[src/sv/spa_pkg.sv]
// shared types and constants for the sparse polynomial add unit
// no dependencies

package spa_pkg;

   localparam int TERMS_PER_POLY = 32;
   localparam int ADDR_W = (TERMS_PER_POLY > 1) ? $clog2(TERMS_PER_POLY) : 1;
   localparam int CNT_W = $clog2(TERMS_PER_POLY + 1);

   localparam int QUEUE_DEPTH = 4;
   localparam int QADDR_W = $clog2(QUEUE_DEPTH);

   localparam logic [1:0] CMD_LOAD_A = 2'd0;
   localparam logic [1:0] CMD_LOAD_B = 2'd1;
   localparam logic [1:0] CMD_MERGE = 2'd2;

   typedef struct packed {
      logic [1:0] command;
      logic signed [15:0] coefficient;
      logic [15:0] exponent;
   } req_word_type;

   typedef struct packed {
      logic signed [16:0] sum_coefficient;
      logic [15:0] sum_exponent;
      logic last_term;
      logic empty_result;
      logic overflow_seen;
   } rsp_word_type;

   typedef struct packed {
      logic merge;
      logic to_b;
      logic signed [15:0] coefficient;
      logic [15:0] exponent;
   } queue_entry_type;

   typedef struct packed {
      logic valid;
      queue_entry_type entry;
   } queue_head_type;

endpackage

[src/sv/sparse_polynomial_add_unit.sv]
// sparse polynomial add unit: command queue front end and merge back end
// depends on spa_pkg, spa_front, spa_back
// a taken word waits in the queue until the back end pops it while idle; a load then writes its term store
// a merge of na and nb terms runs one merge step per cycle, then a closing step emits the last term
// results arrive at most one per cycle, the last (marked last_term) after the final merge step
// reset clears the queue, term counts and overflow flag; store contents are not cleared

module sparse_polynomial_add_unit (
   input  logic clock,
   input  logic reset,
   input  logic start,
   input  spa_pkg::req_word_type req_word,
   output logic busy,
   output logic rsp_strobe,
   output spa_pkg::rsp_word_type rsp_word
);

   spa_pkg::queue_head_type head;
   logic pop;

   spa_front u_front (
      .clock(clock),
      .reset(reset),
      .start(start),
      .req_word(req_word),
      .pop(pop),
      .busy(busy),
      .head(head)
   );

   spa_back u_back (
      .clock(clock),
      .reset(reset),
      .head(head),
      .pop(pop),
      .rsp_strobe(rsp_strobe),
      .rsp_word(rsp_word)
   );

endmodule

[src/sv/spa_front.sv]
// front end: accepts command words, drops unused codes, queues the rest
// depends on spa_pkg

module spa_front (
   input  logic clock,
   input  logic reset,
   input  logic start,
   input  spa_pkg::req_word_type req_word,
   input  logic pop,
   output logic busy,
   output spa_pkg::queue_head_type head
);

   spa_pkg::queue_entry_type q_mem_ff [spa_pkg::QUEUE_DEPTH];
   logic [spa_pkg::QADDR_W-1:0] wr_ptr_ff, wr_ptr_in;
   logic [spa_pkg::QADDR_W-1:0] rd_ptr_ff, rd_ptr_in;
   logic [spa_pkg::QADDR_W:0] fill_ff, fill_in;
   logic accept, push, pop_ok, known_cmd;
   spa_pkg::queue_entry_type new_entry;

   assign busy = (fill_ff == (spa_pkg::QADDR_W + 1)'(spa_pkg::QUEUE_DEPTH));
   assign accept = start && !busy;
   assign known_cmd = (req_word.command == spa_pkg::CMD_LOAD_A) ||
                      (req_word.command == spa_pkg::CMD_LOAD_B) ||
                      (req_word.command == spa_pkg::CMD_MERGE);
   assign push = accept && known_cmd;
   assign pop_ok = pop && (fill_ff != '0);

   assign new_entry.merge = (req_word.command == spa_pkg::CMD_MERGE);
   assign new_entry.to_b = (req_word.command == spa_pkg::CMD_LOAD_B);
   assign new_entry.coefficient = req_word.coefficient;
   assign new_entry.exponent = req_word.exponent;

   assign head.valid = (fill_ff != '0);
   assign head.entry = q_mem_ff[rd_ptr_ff];

   always_comb begin
      wr_ptr_in = wr_ptr_ff;
      rd_ptr_in = rd_ptr_ff;
      fill_in = fill_ff;
      if (push) begin
         wr_ptr_in = wr_ptr_ff + 1'b1;
      end
      if (pop_ok) begin
         rd_ptr_in = rd_ptr_ff + 1'b1;
      end
      if (push && !pop_ok) begin
         fill_in = fill_ff + 1'b1;
      end else if (pop_ok && !push) begin
         fill_in = fill_ff - 1'b1;
      end
   end

   always_ff @(posedge clock) begin
      if (push) begin
         q_mem_ff[wr_ptr_ff] <= new_entry;
      end
   end

   always_ff @(posedge clock) begin
      if (reset) begin
         wr_ptr_ff <= '0;
         rd_ptr_ff <= '0;
         fill_ff <= '0;
      end else begin
         wr_ptr_ff <= wr_ptr_in;
         rd_ptr_ff <= rd_ptr_in;
         fill_ff <= fill_in;
      end
   end

endmodule

[src/sv/spa_back.sv]
// back end: term stores, load handling and the sorted merge engine
// depends on spa_pkg

module spa_back (
   input  logic clock,
   input  logic reset,
   input  spa_pkg::queue_head_type head,
   output logic pop,
   output logic rsp_strobe,
   output spa_pkg::rsp_word_type rsp_word
);

   typedef enum logic {ST_IDLE, ST_MERGE} state_type;

   localparam int CW = spa_pkg::CNT_W;
   localparam int AW = spa_pkg::ADDR_W;

   logic [31:0] mem_a [spa_pkg::TERMS_PER_POLY];
   logic [31:0] mem_b [spa_pkg::TERMS_PER_POLY];

   state_type state_ff, state_in;
   logic [CW-1:0] count_a_ff, count_a_in, count_b_ff, count_b_in;
   logic [CW-1:0] ia_ff, ia_in, ib_ff, ib_in;
   logic overflow_ff, overflow_in;
   logic [31:0] head_a_ff, head_b_ff;
   logic pend_valid_ff, pend_valid_in;
   logic signed [16:0] pend_coef_ff, pend_coef_in;
   logic [15:0] pend_exp_ff, pend_exp_in;
   logic rsp_strobe_ff, rsp_strobe_in;
   spa_pkg::rsp_word_type rsp_word_ff, rsp_word_in;

   logic wr_a, wr_b;
   logic a_left, b_left, take_a, take_b, keep;
   logic [15:0] exp_a, exp_b, term_exp;
   logic signed [16:0] coef_a, coef_b, term_coef;
   logic [31:0] wr_data;

   assign exp_a = head_a_ff[15:0];
   assign exp_b = head_b_ff[15:0];
   assign coef_a = {head_a_ff[31], head_a_ff[31:16]};
   assign coef_b = {head_b_ff[31], head_b_ff[31:16]};
   assign a_left = (ia_ff < count_a_ff);
   assign b_left = (ib_ff < count_b_ff);
   assign wr_data = {head.entry.coefficient, head.entry.exponent};

   // head selection
   always_comb begin
      take_a = 1'b0;
      take_b = 1'b0;
      priority if (a_left && b_left) begin
         take_a = (exp_a >= exp_b);
         take_b = (exp_b >= exp_a);
      end else if (a_left) begin
         take_a = 1'b1;
      end else begin
         take_b = b_left;
      end
      term_coef = (take_a ? coef_a : 17'sd0) + (take_b ? coef_b : 17'sd0);
      term_exp = take_a ? exp_a : exp_b;
      keep = !(take_a && take_b) || (term_coef != 17'sd0);
   end

   always_comb begin
      state_in = state_ff;
      count_a_in = count_a_ff;
      count_b_in = count_b_ff;
      ia_in = ia_ff;
      ib_in = ib_ff;
      overflow_in = overflow_ff;
      pend_valid_in = pend_valid_ff;
      pend_coef_in = pend_coef_ff;
      pend_exp_in = pend_exp_ff;
      rsp_strobe_in = 1'b0;
      rsp_word_in = rsp_word_ff;
      pop = 1'b0;
      wr_a = 1'b0;
      wr_b = 1'b0;
      unique case (state_ff)
         ST_IDLE: begin
            ia_in = '0;
            ib_in = '0;
            if (head.valid) begin
               pop = 1'b1;
               priority if (head.entry.merge) begin
                  state_in = ST_MERGE;
                  pend_valid_in = 1'b0;
               end else if (head.entry.to_b) begin
                  if (count_b_ff == CW'(spa_pkg::TERMS_PER_POLY)) begin
                     overflow_in = 1'b1;
                  end else begin
                     wr_b = 1'b1;
                     count_b_in = count_b_ff + CW'(1);
                  end
               end else begin
                  if (count_a_ff == CW'(spa_pkg::TERMS_PER_POLY)) begin
                     overflow_in = 1'b1;
                  end else begin
                     wr_a = 1'b1;
                     count_a_in = count_a_ff + CW'(1);
                  end
               end
            end
         end
         ST_MERGE: begin
            if (a_left || b_left) begin
               ia_in = ia_ff + CW'(take_a);
               ib_in = ib_ff + CW'(take_b);
               if (keep) begin
                  if (pend_valid_ff) begin
                     rsp_strobe_in = 1'b1;
                     rsp_word_in.sum_coefficient = pend_coef_ff;
                     rsp_word_in.sum_exponent = pend_exp_ff;
                     rsp_word_in.last_term = 1'b0;
                     rsp_word_in.empty_result = 1'b0;
                     rsp_word_in.overflow_seen = overflow_ff;
                  end
                  pend_valid_in = 1'b1;
                  pend_coef_in = term_coef;
                  pend_exp_in = term_exp;
               end
            end else begin
               rsp_strobe_in = 1'b1;
               rsp_word_in.sum_coefficient = pend_valid_ff ? pend_coef_ff : 17'sd0;
               rsp_word_in.sum_exponent = pend_valid_ff ? pend_exp_ff : 16'd0;
               rsp_word_in.last_term = 1'b1;
               rsp_word_in.empty_result = !pend_valid_ff;
               rsp_word_in.overflow_seen = overflow_ff;
               count_a_in = '0;
               count_b_in = '0;
               overflow_in = 1'b0;
               pend_valid_in = 1'b0;
               state_in = ST_IDLE;
            end
         end
         default: begin
            state_in = ST_IDLE;
         end
      endcase
   end

   // term stores, registered read at the next head index
   always_ff @(posedge clock) begin
      if (wr_a) begin
         mem_a[count_a_ff[AW-1:0]] <= wr_data;
      end
      head_a_ff <= mem_a[ia_in[AW-1:0]];
   end

   always_ff @(posedge clock) begin
      if (wr_b) begin
         mem_b[count_b_ff[AW-1:0]] <= wr_data;
      end
      head_b_ff <= mem_b[ib_in[AW-1:0]];
   end

   always_ff @(posedge clock) begin
      if (reset) begin
         state_ff <= ST_IDLE;
         count_a_ff <= '0;
         count_b_ff <= '0;
         ia_ff <= '0;
         ib_ff <= '0;
         overflow_ff <= 1'b0;
         pend_valid_ff <= 1'b0;
         rsp_strobe_ff <= 1'b0;
      end else begin
         state_ff <= state_in;
         count_a_ff <= count_a_in;
         count_b_ff <= count_b_in;
         ia_ff <= ia_in;
         ib_ff <= ib_in;
         overflow_ff <= overflow_in;
         pend_valid_ff <= pend_valid_in;
         rsp_strobe_ff <= rsp_strobe_in;
      end
      pend_coef_ff <= pend_coef_in;
      pend_exp_ff <= pend_exp_in;
      rsp_word_ff <= rsp_word_in;
   end

   assign rsp_strobe = rsp_strobe_ff;
   assign rsp_word = rsp_word_ff;

endmodule

[config.mk]
export PLATFORM = sky130hd
export DESIGN_NAME = sparse_polynomial_add_unit
export DESIGN_NICKNAME = d
export VERILOG_FILES = /design/src/sv/spa_pkg.sv /design/src/sv/sparse_polynomial_add_unit.sv /design/src/sv/spa_front.sv /design/src/sv/spa_back.sv
export SDC_FILE = /design/constraint.sdc
export NUM_CORES = 2
export LEC_CHECK = 0
export ABC_CLOCK_PERIOD_IN_PS = 10430
export BUFFER_PORTS_ARGS = -buffer_cell sky130_fd_sc_hd__buf_2
export CORE_MARGIN = 2
export CORE_UTILIZATION = 36
export CTS_CLUSTER_DIAMETER = 50
export CTS_CLUSTER_SIZE = 14
export DETAILED_ROUTE_END_ITERATION = 10
export PLACE_DENSITY = 0.61
export SYNTH_ARGS = -nofsm -noshare
export SYNTH_HDL_FRONTEND = slang
export SYNTH_SLANG_ARGS = --single-unit
export TNS_END_PERCENT = 5
[constraint.sdc]
create_clock -name clock -period 10.43 [get_ports clock]
set_input_delay 0.5215 -clock clock [delete_from_list [all_inputs] [get_ports clock]]
set_output_delay 0.5215 -clock clock [all_outputs]
set_load 0.005 [all_outputs]
==> summary.md <==
| Metric | Value |
|---|---|
| Status | complete, no violations |
| WP data required | 10.92 ns |
| RSZ-0062 raised after global routing | false |
| WP buf/inv | 3 |
| Final Slew Violations | 0 |
| Post-synthesis sequential element count | 2354 |
| Synth cell types | 75 |
| Cell area after synthesis | 92000 µm² |
| Vias in the first global route | 51029 |
| Critical path class | flop to flop |
| CTS tree | built |
| DIE AREA | 260000 µm² |
| Relative slew slack | 0.0344 |
| Final setup fails | 0 |
| Initial DRC Count | 6087 |
| First-pass GRT wire length | 355000 µm |
| Reg2reg setup slack | 4.01 ns |
| Most Crowded Layer GR | met2 |
| Async SR Flop Fraction | 0 |
| Core ar. | 254000 µm² |
| Post-CTS Setup Inserts | 0 |
| Hold WC Path Type | primary input to flop |
| FF-to-FF path depth | 26 |
| Number of flops mapped to enable cells by yosys | 2253 |
| Placement Rows | 185 |
| Syn-to-layout area delta | 12.5% |
| Worst-Skew Late Latency | 0.85 ns |
| Syn nets | 6138 |
| Critical path's top delay family | compound AO/OA/AOI/OAI gates |
| Wire length per cell | 25.6 µm |
| CTS Buf Count | 199 |
| # clock sinks | 2354 |
| PwrDens | 211 nW/µm² |
| Fillers | 22786 |
| Crit path max-delay cell type | fa_1 |
| Register Area | 69700 µm² |
| Initial antenna violation count | 9 |
| WL final | 248000 µm |
| Fmax | 0.156 GHz |
| Total negative slack | 0 ns |
| Final instance area | 103000 µm² |
| Layout net count | 6252 |
| Vias per cell | 5.51 |
| Global route total overflow | 0 |
| Grt met1 use | 0.262 |
| GRT met3 Usage | 0.0317 |
| Leakage | 33.2 nW |
| DIE HEIGHT | 509 µm |
| Crit path DAT | 6.91 ns |
| Tot GR Track Use | 0.187 |
| CP Max Fanout | 36 |
| Clk_skew | 0.0451 ns |
| Sequential area share after synthesis | 0.757 |
| Io pins | 75 |
| Synth Instances | 6040 |
| Htree depth | 4 |
| Multi-input gate area | 21400 µm² |
| Die Wd | 509 µm |
| Worst Setup End Kind | flop |
| Max stage delay on crit path | 0.50 ns |
| Mean Syn Cell Area | 15.2 µm² |
| Yosys top cell by area | edfxtp_1 |
| Most common cell after layout, fill and taps aside | edfxtp_1 |
| Maximum vdd drop | 0.180 mV |
| Clock tree buffer depth | 3 |
| Clk root buf | clkbuf_16 |
| Synth top area share | 0.735 |
| Yosys warnings | 0 |
| DR pass1 iterations | 8 |
| Post-route ant nets | 0 |
| Port bufs | 74 |
| DRC | 0 |
| DP HPWL | 133000 µm |
| Max-Cap Viols | 0 |
| Min cycle time layout | 6.42 ns |
| Initial Utilization | 0.362 |
| Worst-margin pin slew | 1.43 ns |
| Most frequent cells in the layout | 2253 x edfxtp_1, 1080 x nand2_1, 312 x a21oi_1 |
| WP depth | 26 |
| Final worst-path cycle share | 0.615 |
| Ys flop type | edfxtp_1 |
| DP Area | 97100 µm² |
| Clock transition at path regs | 0.07 ns |
| Largest net degree at the start of global routing | 194 |
| Grt met2 use | 0.294 |
| Final Hold Fails | 0 |
| Total number of vias | 53206 |
| Ratio of cells with drive above 1 in the final layout | 0.111 |
| Main area contributors after synthesis | edfxtp_1 74%, nand2_1 4.4%, mux2i_1 2.6% |
| Critical Path Start Type | flop |
| Hold path cells | 2 |
| GPL Wtd Cong | 0.886 |
-- synth_stat cells, drive strengths merged, types with 18 or more instances --
master,instances
edfxtp,2253
nand2,1082
a21oi,317
nand3,307
mux2i,239
nor2,221
clkbuf,215
buf,137
a211oi,132
and2,101
dfxtp,101
a31oi,98
mux4,98
o21ai,76
a221oi,62
a22o,62
a32oi,62
ha,59
nor2b,46
inv,38
o211ai,37
a22oi,35
nand4b,32
o22a,31
or4,31
xnor2,23
a21o,19
mux2,18
-- per-stage QoR --
| stage | total power, mW | util | instances | worst slack (ns) | hold WS (ns) |
|---|---|---|---|---|---|
| 2_1_floorplan | 13.3 | - | 6040 | 2.64 | 0.409 |
| 3_3_place_gp | 14.8 | 0.382 | 9284 | 4.14 | 0.478 |
| 3_5_place_dp | 14.8 | 0.382 | 9284 | 4.12 | 0.506 |
| 4_1_cts | 21.9 | 0.407 | 9650 | 4.07 | 0.104 |
| 5_1_grt | 22.4 | 0.407 | 9658 | 3.62 | 0.161 |
| 6_report | 21.8 | 0.407 | 9665 | 4.01 | 0.165 |
-- kinds of logic after synthesis --
logic type | count (synthesis) | synth area share
simple gates | 1879 | 0.0896
xor+xnor | 35 | 0.00333
compound gates | 965 | 0.0708
fa+ha+maj | 61 | 0.00846
buf+inv | 391 | 0.0180
mux | 355 | 0.0523
flops | 2354 | 0.757
-- worst register-to-register path, delay by kind of cell (launching register included) --
family	cells	cell delay, ns
buffers and inverters	3	0.79
AOI/OAI and AO/OA	12	2.54
DFF	1	0.34
and+or+nand+nor	8	1.33
adders and majority gates	3	1.05
-- repair_timing --
action / 4_1_cts / 5_1_grt
hold endpoints to repair: 135 / 0
gates resized for setup: 0 / 0
hold buffers: 34 / 0
-- final cells by class --
class / count / area share
diodes: 14 / 0.000339
multi-input cells: 3295 / 0.207
repair buffers: 265 / 0.0195
inverters: 39 / 0.00144
clock inverters: 44 / 0.00578
well taps: 3366 / 0.0407
flip-flops and latches: 2354 / 0.673
clock buffers: 288 / 0.0522
-- final timing paths --
check	startpoint	to
worst max-delay path	u_back.head_b_ff[1]	u_back.rsp_word[4]
worst min-delay path	reset	u_back.ib_ff[0]
worst max register to register	u_back.head_b_ff[1]	u_back.rsp_word[4]
worst min register to register	u_front.fill_ff[2]	u_front.fill_ff[2]
-- state kept, by name (all words and copies together), names as in the netlist, named ones only --
signal                flops
u_back.ib_ff              6
u_front.rd_ptr_ff         2
u_back.overflow_ff        1
u_back.mem_b           1024
u_front.wr_ptr_ff         2
u_back.rsp_strobe         1
u_back.count_b_ff         6
u_front.fill_ff           3
u_back.head_b_ff         32
u_back.pend_valid_ff      1
u_back.ia_ff              6
u_back.mem_a           1024
u_back.state_ff           1
u_front.q_mem_ff        136
u_back.pend_coef_ff      17
u_back.rsp_word          36
u_back.head_a_ff         32
u_back.pend_exp_ff       16
u_back.count_a_ff         6
-- power breakdown --
| part | internal (mW) | switching [mW] |
|---|---|---|
| registers | 11.7 | 0.216 |
| clock network | 3.76 | 3.35 |
| logic | 0.552 | 2.21 |
-- routing by layer --
layer / part of all wire / up-vias
li1: - / 23258
met4: 0.034 / 0
met1: 0.42 / 27386
met5: 0 / -
met2: 0.46 / 2239
met3: 0.082 / 323
No activity file was read; power rests on OpenSTA's default activity.
